$ cat config.mk
export PLATFORM = sky130hd
export DESIGN_NAME = xysm_cordic
export DESIGN_NICKNAME = d
export VERILOG_FILES = /design/src/hdl/xysm_pkg.sv /design/src/hdl/xysm_cordic.sv
export SDC_FILE = /design/constraint.sdc
export NUM_CORES = 1
export LEC_CHECK = 0
export BUFFER_PORTS_ARGS = -buffer_cell sky130_fd_sc_hd__clkbuf_2
export CORE_MARGIN = 2
export CORE_UTILIZATION = 65
export DETAILED_ROUTE_END_ITERATION = 16
export HOLD_SLACK_MARGIN = 0.12
export PLACE_DENSITY = 0.83
export REMOVE_ABC_BUFFERS = 1
export SYNTH_ARGS = -nofsm -noshare
export SYNTH_HDL_FRONTEND = slang
export SYNTH_SLANG_ARGS = --single-unit
$ cat constraint.sdc
create_clock -name clk -period 9.2 [get_ports clk]
set_clock_uncertainty 0.2 [all_clocks]
set_input_delay 0 -clock clk [delete_from_list [all_inputs] [get_ports clk]]
set_output_delay 0 -clock clk [all_outputs]
set_load 0.005 [all_outputs]
$ cat src/hdl/xysm_pkg.sv
`timescale 1ns / 1ps
// ----------------------------------------------------------------------------
// XY spin Metropolis update: shared package
// Lattice constants, payload structs, sequencer states and constant tables.
// ----------------------------------------------------------------------------
package xysm_pkg;

	// lattice geometry (SIDE must be a power of two)
	localparam int SIDE       = 64;
	localparam int ANGLE_BITS = 16;
	localparam int SIDE_BITS  = $clog2(SIDE);
	localparam int ADDR_BITS  = 2 * SIDE_BITS;
	localparam int NSITES     = SIDE * SIDE;
	localparam int ONE_Q14    = 16384;

	// CORDIC datapath
	localparam int CORDIC_ITERS = 16;
	localparam int CW           = 34;

	// configuration register indexes
	localparam logic [1:0] CFG_RATIO = 2'd0;
	localparam logic [1:0] CFG_TEMP  = 2'd1;

	// totals after reset (reset ratio is 410)
	localparam int RATIO_RESET = 410;
	localparam int TEMP_RESET  = 4096;
	localparam logic signed [27:0] COS_RESET = 28'(NSITES * ONE_Q14);
	localparam logic signed [47:0] ENERGY_RESET =
		48'((3 * ONE_Q14 + 24 * RATIO_RESET) * (NSITES / 2));

	// request and result payloads
	typedef struct packed {
		logic        operation;
		logic [5:0]  site_row;
		logic [5:0]  site_col;
		logic [15:0] angle_step;
		logic [15:0] uniform_draw;
	} req_t;

	typedef struct packed {
		logic               accepted;
		logic signed [47:0] total_energy;
		logic signed [27:0] mag_cos_sum;
		logic signed [27:0] mag_sin_sum;
		logic [26:0]        mag_magnitude;
	} res_t;

	// trig unit handshake
	typedef struct packed {
		logic                  start;
		logic [ANGLE_BITS-1:0] phase;
	} cordic_req_t;

	typedef struct packed {
		logic               done;
		logic signed [15:0] cos_val;
		logic signed [15:0] sin_val;
	} cordic_rsp_t;

	// sequencer states
	typedef enum logic [4:0] {
		ST_SWEEP,
		ST_IDLE,
		ST_RD_CTR,
		ST_LD_CTR,
		ST_RD_NB,
		ST_LD_NB,
		ST_TRIG,
		ST_TWAIT,
		ST_MUL_NEW,
		ST_MUL_OLD,
		ST_DE,
		ST_DECIDE,
		ST_DIV,
		ST_MUL_B,
		ST_POW,
		ST_FIN,
		ST_UPDATE,
		ST_MAG1,
		ST_MAG2,
		ST_SQRT,
		ST_OUT
	} state_t;

	// CORDIC rotation angles, 2^32 per turn
	localparam logic signed [CW-1:0] ROT_TAB [CORDIC_ITERS] = '{
		34'sd536870912, 34'sd316933406, 34'sd167458907, 34'sd85004756,
		34'sd42667331,  34'sd21354465,  34'sd10679838,  34'sd5340245,
		34'sd2670163,   34'sd1335087,   34'sd667544,    34'sd333772,
		34'sd166886,    34'sd83443,     34'sd41722,     34'sd20861
	};

	// integer square root, evaluated at elaboration only
	function automatic logic [63:0] isqrt_c(input logic [63:0] n_in);
		logic [63:0] n;
		logic [63:0] r;
		logic [63:0] b;
		int i;
		n = n_in;
		r = '0;
		b = 64'd1 << 62;
		for (i = 0; i < 32; i++) begin
			if (n >= r + b) begin
				n = n - (r + b);
				r = (r >> 1) + b;
			end else begin
				r = r >> 1;
			end
			b = b >> 2;
		end
		return r;
	endfunction

	// 2^(-2^-k) in Q.30 for k >= 1 (entry 0 is one), by repeated square roots from one half
	typedef logic [30:0] pow_tab_t [17];

	function automatic pow_tab_t pow_table();
		pow_tab_t t;
		logic [63:0] p;
		int k;
		p = 64'd1 << 30;
		t[0] = 31'(p);
		p = isqrt_c(64'd1 << 59);
		t[1] = 31'(p);
		for (k = 2; k <= 16; k++) begin
			p = isqrt_c(p << 30);
			t[k] = 31'(p);
		end
		return t;
	endfunction

	localparam pow_tab_t POW_TAB = pow_table();

endpackage

$ cat src/hdl/xysm_cordic.sv
`timescale 1ns / 1ps
// ----------------------------------------------------------------------------
// XY spin Metropolis update: iterative CORDIC
// Cos and sin of a phase in Q.14, one rotation per cycle.
// ----------------------------------------------------------------------------
module xysm_cordic (
	input  logic                 clk,
	input  logic                 arst_n,
	input  xysm_pkg::cordic_req_t creq,
	output xysm_pkg::cordic_rsp_t crsp
);
	import xysm_pkg::*;

	logic signed [CW-1:0] x_q, y_q, z_q;
	logic [3:0]           i_q;
	logic                 busy_q, last_q, neg_q, done_q;
	logic signed [15:0]   cos_q, sin_q;

	logic [31:0]          u;
	logic signed [CW-1:0] z0, z_fold, dx, dy, xf, yf;
	logic                 neg0;

	function automatic logic signed [15:0] round_clamp(input logic signed [CW-1:0] v);
		logic signed [CW-1:0] r;
		r = (v + 34'sd32768) >>> 16;
		if (r > 34'sd16384)
			return 16'sd16384;
		else if (r < -34'sd16384)
			return -16'sd16384;
		else
			return 16'(r);
	endfunction

	// phase folding into the right half plane
	always_comb begin
		u  = 32'({creq.phase, 32'b0} >> ANGLE_BITS);
		z0 = CW'(signed'(u));
		neg0 = 1'b0;
		z_fold = z0;
		if (z0 > 34'sd1073741824) begin
			z_fold = z0 - 34'sd2147483648;
			neg0 = 1'b1;
		end else if (z0 < -34'sd1073741824) begin
			z_fold = z0 + 34'sd2147483648;
			neg0 = 1'b1;
		end
		dx = y_q >>> i_q;
		dy = x_q >>> i_q;
		xf = neg_q ? -x_q : x_q;
		yf = neg_q ? -y_q : y_q;
	end

	// rotation sequencer
	always_ff @(posedge clk or negedge arst_n) begin
		if (!arst_n) begin
			busy_q <= 1'b0;
			last_q <= 1'b0;
			done_q <= 1'b0;
			i_q    <= '0;
		end else begin
			done_q <= 1'b0;
			if (creq.start) begin
				busy_q <= 1'b1;
				i_q    <= '0;
			end else if (busy_q) begin
				i_q <= i_q + 4'd1;
				if (i_q == 4'(CORDIC_ITERS - 1)) begin
					busy_q <= 1'b0;
					last_q <= 1'b1;
				end
			end else if (last_q) begin
				last_q <= 1'b0;
				done_q <= 1'b1;
			end
		end
	end

	// rotation datapath
	always_ff @(posedge clk) begin
		if (creq.start) begin
			x_q   <= 34'sd652032874;
			y_q   <= '0;
			z_q   <= z_fold;
			neg_q <= neg0;
		end else if (busy_q) begin
			if (!z_q[CW-1]) begin
				x_q <= x_q - dx;
				y_q <= y_q + dy;
				z_q <= z_q - ROT_TAB[i_q];
			end else begin
				x_q <= x_q + dx;
				y_q <= y_q - dy;
				z_q <= z_q + ROT_TAB[i_q];
			end
		end else if (last_q) begin
			cos_q <= round_clamp(xf);
			sin_q <= round_clamp(yf);
		end
	end

	assign crsp.done    = done_q;
	assign crsp.cos_val = cos_q;
	assign crsp.sin_val = sin_q;

endmodule

== Yosys cells after proc, flatten, opt, wreduce, memory -nomap -nowiden ==
Memories as Yosys holds them, arrays and structs flattened.
Cells that the tools add are included.

* Register bits after elaboration: 142
* Bits in read-only memories: 544
* Bits of input ports: 19
* Output and inout port bits: 33
* Word-level logic and storage cells: 69
* Memories: 1

* Add/sub/neg operators: 13
* $lt $le $gt $ge: 7
* Equality and inequality tests: 2
* Shifts and indexed selects: 2
* Muxes and demuxes: 24
* Bitwise operators: 3
* Reduce and logical (&&, ||, !) cells: 5

{| class="wikitable"
|+ Memory list
! name !! words !! width !! rd ports !! clocked after Yosys merged registers in !! write ports !! line !! text
|-
| (no name shown) || 16 || 34 || 1 || 0 || 0 || xysm_cordic.sv:93 || <nowiki>z_q <= z_q + ROT_TAB[i_q];</nowiki>
|}

{| class="wikitable"
|+ Operator list
! kind !! count
|-
| 2-to-1 mux 34 bit || 11
|-
| adder 34 bit || 3
|-
| subtractor 34 bit || 3
|-
| adder 34 x 17 -> 34 bit, second input constant || 2
|-
| negator 34 bit || 2
|-
| >>> shifter 34 x 4 -> 34 bit || 2
|-
| > comparator 18 x 16 -> 1 bit, second input constant || 2
|-
| < comparator 18 x 15 -> 1 bit, second input constant || 2
|-
| adder 32 x 33 -> 34 bit, second input constant || 1
|-
| subtractor 32 x 33 -> 34 bit, second input constant || 1
|-
| > comparator 32 bit, second input constant || 1
|-
| < comparator 32 x 31 -> 1 bit, second input constant || 1
|-
| 2-to-1 mux 16 bit || 2
|-
| 2-to-1 mux 1 bit || 9
|-
| 2-to-1 mux 4 bit || 2
|-
| greater-or-equal comparator 5 bit, second input constant || 1
|-
| NOT 4 -> 5 bit || 1
|-
| adder 4 x 1 -> 4 bit, second input constant || 1
|-
| == test 4 bit, second input constant || 1
|-
| OR reduction 2 bit || 2
|-
| AND reduction 3 bit || 1
|-
| != test 2 x 1 -> 1 bit, second input constant || 1
|-
| NOT 1 bit || 2
|-
| AND reduction 2 bit || 1
|-
| nonzero test 2 bit || 1
|}

== Logic depth before layout (Yosys ltp) ==
* Depth in word-level cells: 8
* Depth in mapped cells: 31
* Gate-level depth less buffers: 23

== Worst setup path before layout ==
No wires, ideal clock.

* Path type: register to register
* From: reg i_q[1]
* To: reg z_q[30] (data pin)
* Library setup time: 260 ps
* Data arrival time: 5996 ps
* Required time: 8740 ps
* Path slack: 2744 ps
* Stages on the path, launching flop included: 28
* Path buffers: 5
* Clock period less this slack: 6456 ps
* Path through: dfrtp_1 -> inv_1 -> clkbuf_1 -> clkbuf_1 -> buf_1 -> clkbuf_1 -> ha_1 -> nor2_1 -> nor3_1 -> a21oi_1 -> ha_1 -> and4b_1 -> nand2b_1 -> nor2_1 -> and3_1 -> or2_2 -> clkbuf_1 -> xnor2_1 -> ha_1 -> nand2_1 -> or2_2 -> o21a_1 -> o31ai_1 -> nand3_1 -> a211o_1 -> nand2_1 -> xor2_1 -> mux2_2

* Cells in the longest elaborated chain, start to end: 8
* Elaborated cells between the ends (all ways): 9
* Those cells by class: add/sub (2); mux (5); bitwise (1); memory (1)

{| class="wikitable"
|+ Ends and longest elaborated chain
! element !! line !! text
|-
| start: declaration || xysm_cordic.sv:15 || <nowiki>logic [3:0] i_q;</nowiki>
|-
| start signal: assignment || xysm_cordic.sv:66 || <nowiki>i_q <= i_q + 4'd1;</nowiki>
|-
| NOT 4 -> 5 bit (implied by the code) (*) || xysm_cordic.sv:89, xysm_cordic.sv:93 ||
|-
| memory read (16 x 34 bit) (*) || n/a ||
|-
| 2-to-1 mux 34 bit (implied by the code) (*) (2 in a row) || xysm_cordic.sv:93 ||
|-
| subtractor 34 bit or adder 34 bit (tied branches) || xysm_cordic.sv:89, xysm_cordic.sv:93 ||
|-
| 2-to-1 mux 34 bit (*) || xysm_cordic.sv:86 || <nowiki>if (!z_q[CW-1]) begin</nowiki>
|-
| 2-to-1 mux 34 bit (*) || xysm_cordic.sv:85 || <nowiki>end else if (busy_q) begin</nowiki>
|-
| 2-to-1 mux 34 bit (*) || xysm_cordic.sv:80 || <nowiki>if (creq.start) begin</nowiki>
|-
| end signal: assignment || xysm_cordic.sv:83 || <nowiki>z_q <= z_fold;</nowiki>
|-
| end signal: assignment || xysm_cordic.sv:89 || <nowiki>z_q <= z_q - ROT_TAB[i_q];</nowiki>
|-
| end signal: assignment || xysm_cordic.sv:93 ||
|-
| end: declaration || xysm_cordic.sv:14 || <nowiki>logic signed [CW-1:0] x_q, y_q, z_q;</nowiki>
|}

Mark *: on every way between the ends. The rest lies on a longest branch, timed or not. The select of a mux whose other input is x is not followed.
A chain may end at the register's enable or synchronous reset.

== Worst setup path after layout ==
* From: reg i_q[0]
* To: reg x_q[33]

* Cells in the longest elaborated chain, start to end: 3
* Elaborated cells between the ends (all ways): 4
* Those cells by class: add/sub (2); shift (1); mux (1)

{| class="wikitable"
|+ Ends and longest elaborated chain
! element !! line !! text
|-
| >>> shifter 34 x 4 -> 34 bit (*) || xysm_cordic.sv:47 || <nowiki>dx = y_q >>> i_q;</nowiki>
|-
| subtractor 34 bit or adder 34 bit (tied branches) || xysm_cordic.sv:87, xysm_cordic.sv:91 ||
|-
| 2-to-1 mux 34 bit (*) || xysm_cordic.sv:86 ||
|-
| end signal: assignment || xysm_cordic.sv:87 || <nowiki>x_q <= x_q - dx;</nowiki>
|-
| end signal: assignment || xysm_cordic.sv:91 || <nowiki>x_q <= x_q + dx;</nowiki>
|-
| end: declaration || xysm_cordic.sv:14 ||
|}

Mark *: on every way between the ends. The rest lies on a longest branch, timed or not.

==> impl_metrics.toml <==
[run_status]
status = "finished, final reports clean"

[job]
cap_violations = 0

[critical_path]
path_class = "register to register"
regToRegStartpoint = "i_q[0]"
crit_path_frequent_cell = "inv_1"
crit_buf_inv = 4
crit_fanout = 55
slowest_stage = "dfrtp_4"
r2r_setup_slack_ps = 1660
crit_path_max_incr_delay_ps = 960
worstSetupStartpointType = "register"
required_ps = 9340
startpoint = "i_q[0]"
critical_path.top_delay_family = "simple AND/OR/NAND/NOR gates"
cp.arrival_ps = 7690
end_kind = "register"
crit_chain = "inv_1 > mux4_2 > mux2_2 > inv_1 > ha_1 > inv_1 > nor2_1 > nand4_1 > inv_1 > o211a_1 > nor2_1 > xnor2_1 > ha_1 > and3_1 > and2_1 > a311oi_1 > o21ai_0 > a2111oi_0 > nor3_1 > nor3_1 > nor3_1 > mux2_1 > mux2_1"

[clocking]
clock-sinks = 142
h-tree-depth = 4
clkTransAtPathRegs_ps = 70
root_buffer = "clkbuf_16"
worstSkewPairLatency_ps = 460
cts_buffers = 17
post_cts_resized = 0
clockBufferDepth = 2
cts_tree = "done"

[global_route]
grt_pass1_vias = 18190
grt_pass1_wl_mm = 94.51
grt-ovfl-total = 0
antenna_found_initial = 0
grt_max_degree = 92
track_usage_pct = 37.65

[floorplanning]
die_y_um = 177.4
row_count = 63
core_mm2 = 0.02964
ios = 52
die_w_um = 177.4
fp.dieArea_mm2 = 0.03145
start_util_pct = 65.90

[place]
place.gp.congestion = 1.024
place_ws_ps = 1962
hpwl_mm = 43.01
postPlaceCellArea_mm2 = 0.01970
io_buffers = 51

[worst_hold_path]
hp-class = "input pin to register"
hp-start = "creq[12]"

[route]
wl_per_cell_um = 21.50
vias_per_cell = 7.050
remaining_drc_errors = 0
wirelength_mm = 59.49
drt.antenna.violating_nets = 0
drt_first_pass_iters = 7
vias = 19510
drt_iter0_markers = 2490

[layout]
num_antenna_cells = 0
fin_area_mm2 = 0.02055
drive_above_1_share_pct = 10.31
synthToLayoutAreaGrowth_pct = 5.195
fill_cells = 2377
fin_nets = 2499

[logic_synthesis]
ys_seq_elements = 142
async_flop_share_pct = 4.930
synthCells = 2411
yosys_warnings = 0
synth_edf_count = 67
syn_area_mm2 = 0.01953
ys_types = 95
synth-main-ff-cell = "dfxtp_1"
postSynthAreaPerCell_um2 = 8.101
synth-seq-area-share_pct = 18.17

[power_and_ir_drop]
ir_worst_vdd_mv = 0.3646
p_total_mw = 9.191
powerDensity_mw_per_mm2 = 447.3
power.leakage_nw = 8.286

[timing]
setup-violations-final = 0
min_period_ps = 7542
worstMarginPinSlew_ps = 1188
max_freq_mhz = 132.6
slew_viol_final = 0
timing.final.ws_setup_ps = 1658
post-route-period-util_pct = 81.98
relSlewSlack_pct = 20.51
hold_viol = 0
rsz0062_at_grt = "no"
[through the flow]
stage / setup TNS (ps) / util (%) / hold slack (ps) / instances
detailed placement: 0 / 66.46 / -330.2 / 2708
finish: 0 / 69.33 / 205.5 / 2767
CTS: 0 / 69.33 / 179.0 / 2767
global placement: 0 / 66.46 / -335.5 / 2708
global route: 0 / 69.33 / 227.1 / 2767
floorplan: -2915 / - / -495.6 / 2235
[synthesized netlist by cell type (all sizes together), types with 9 or more instances]
library cell    n  area, µm²
mux2           36      405.4
clkbuf        110      412.9
nand3b          9      67.56
o21a           23      172.7
inv            58      217.7
a211o          13      115.1
a22oi          22      165.2
edfxtp         67       2012
o211ai         16      120.1
nand2         190      713.2
nor2b          36      225.2
and3           14      87.58
a31oi          34      212.7
o21bai         23      172.7
a21oi         200       1001
a221oi          9      78.83
and2           27      168.9
mux4           76       1787
xor2           83      727.0
nand2b         24      150.1
a211oi         31      237.7
nor3b           9      67.56
nor3           66      330.3
dfxtp          68       1361
a21o           49      367.9
a22o           15      131.4
xnor2         133       1165
or2            20      125.1
nor2          254      963.4
o31ai          16      120.1
nor4           24      165.2
mux2i          90      900.9
nand3          48      245.2
o21ai         131      655.6
ha            113       1414
buf            66      422.9
or4             9      75.07
o22ai          15      93.84
or3            25      161.4
nand4          20      125.1
[layout by cell type (no fill, tap or decap), types with 30 or more instances in the layout]
cell and count:
edfxtp_1 67, a21o_1 49, nand2_1 190, mux4_2 56, ha_1 113, xor2_1 83
buf_4 33, a31oi_1 34, a21oi_1 200, xnor2_1 133, a211oi_1 30, nor2b_1 36
dfxtp_1 68, mux2_2 32, nor3_1 66, nor2_1 252, mux2i_1 90, inv_1 58
o21ai_0 129, nand3_1 47, clkbuf_2 50
[metal layers]
| layer | track usage (%) | wire, µm | vias up |
|---|---|---|---|
| met2 | 59.55 | 26510 | 1190 |
| met1 | 49.68 | 23800 | 9200 |
| met3 | 8.119 | 6810 | 197 |
| met5 | 0 | 0 | - |
| met4 | 16.33 | 2365 | 0 |
| li1 | - | - | 8920 |
[tightest hold or removal path, stage by stage]
cell and delay, ps:
dlygate4sd3_1 520, clkbuf_2 120, nand2_1 50, o21ai_0 60
[kinds of logic (layout without fill, tap and decap cells)]
group                      count (synthesis)  after routing  share of synthesized area, %
AOI/OAI and AO/OA                        696            696                         23.23
xor gates and xnor gates                 216            216                         9.686
adders and majority gates                117            117                         7.597
buffers and inverters                    236            202                         5.432
DFF                                      142            142                         18.17
muxes                                    202            202                         15.83
and+or+nand+nor                          802            802                         20.05
[state kept, by name, indices dropped and copies added (netlist names)]
register,count
z_q,34
done_q,1
sin_q,16
y_q,34
busy_q,1
x_q,34
i_q,4
cos_q,16
last_q,1
neg_q,1
[cell type report]
class	instances	area (µm²)	area share, %
timing repair buffer	110	768.2	3.739
tap	390	488.0	2.375
clock buffer	17	425.4	2.070
multi-input combinational	2033	14920	72.63
inverter	60	225.2	1.096
sequential	142	3562	17.34
clock inverter	15	155.1	0.7551
[report_power, final]
| group | total [mW] | switching (mW) | internal [mW] |
|---|---|---|---|
| sequential | 1.43 | 0.491 | 0.940 |
| clock | 0.714 | 0.332 | 0.382 |
| combinational | 7.05 | 3.93 | 3.11 |
[what timing repair did]
action                                 CTS  global route
endpoints found under the hold margin   65             0
hold buffers                            27             0
setup buffers                            0             0
[worst paths after layout]
check / endpoint / depth (start not counted)
max in group asynchronous: i_q[0] / 3
worst min-delay path: z_q[28] / 4
worst max register to register: x_q[33] / 23
worst max-delay path: x_q[33] / 23
worst min register to register: done_q / 1
min in group asynchronous: i_q[2] / 3
(Power assumes the default switching activity.)
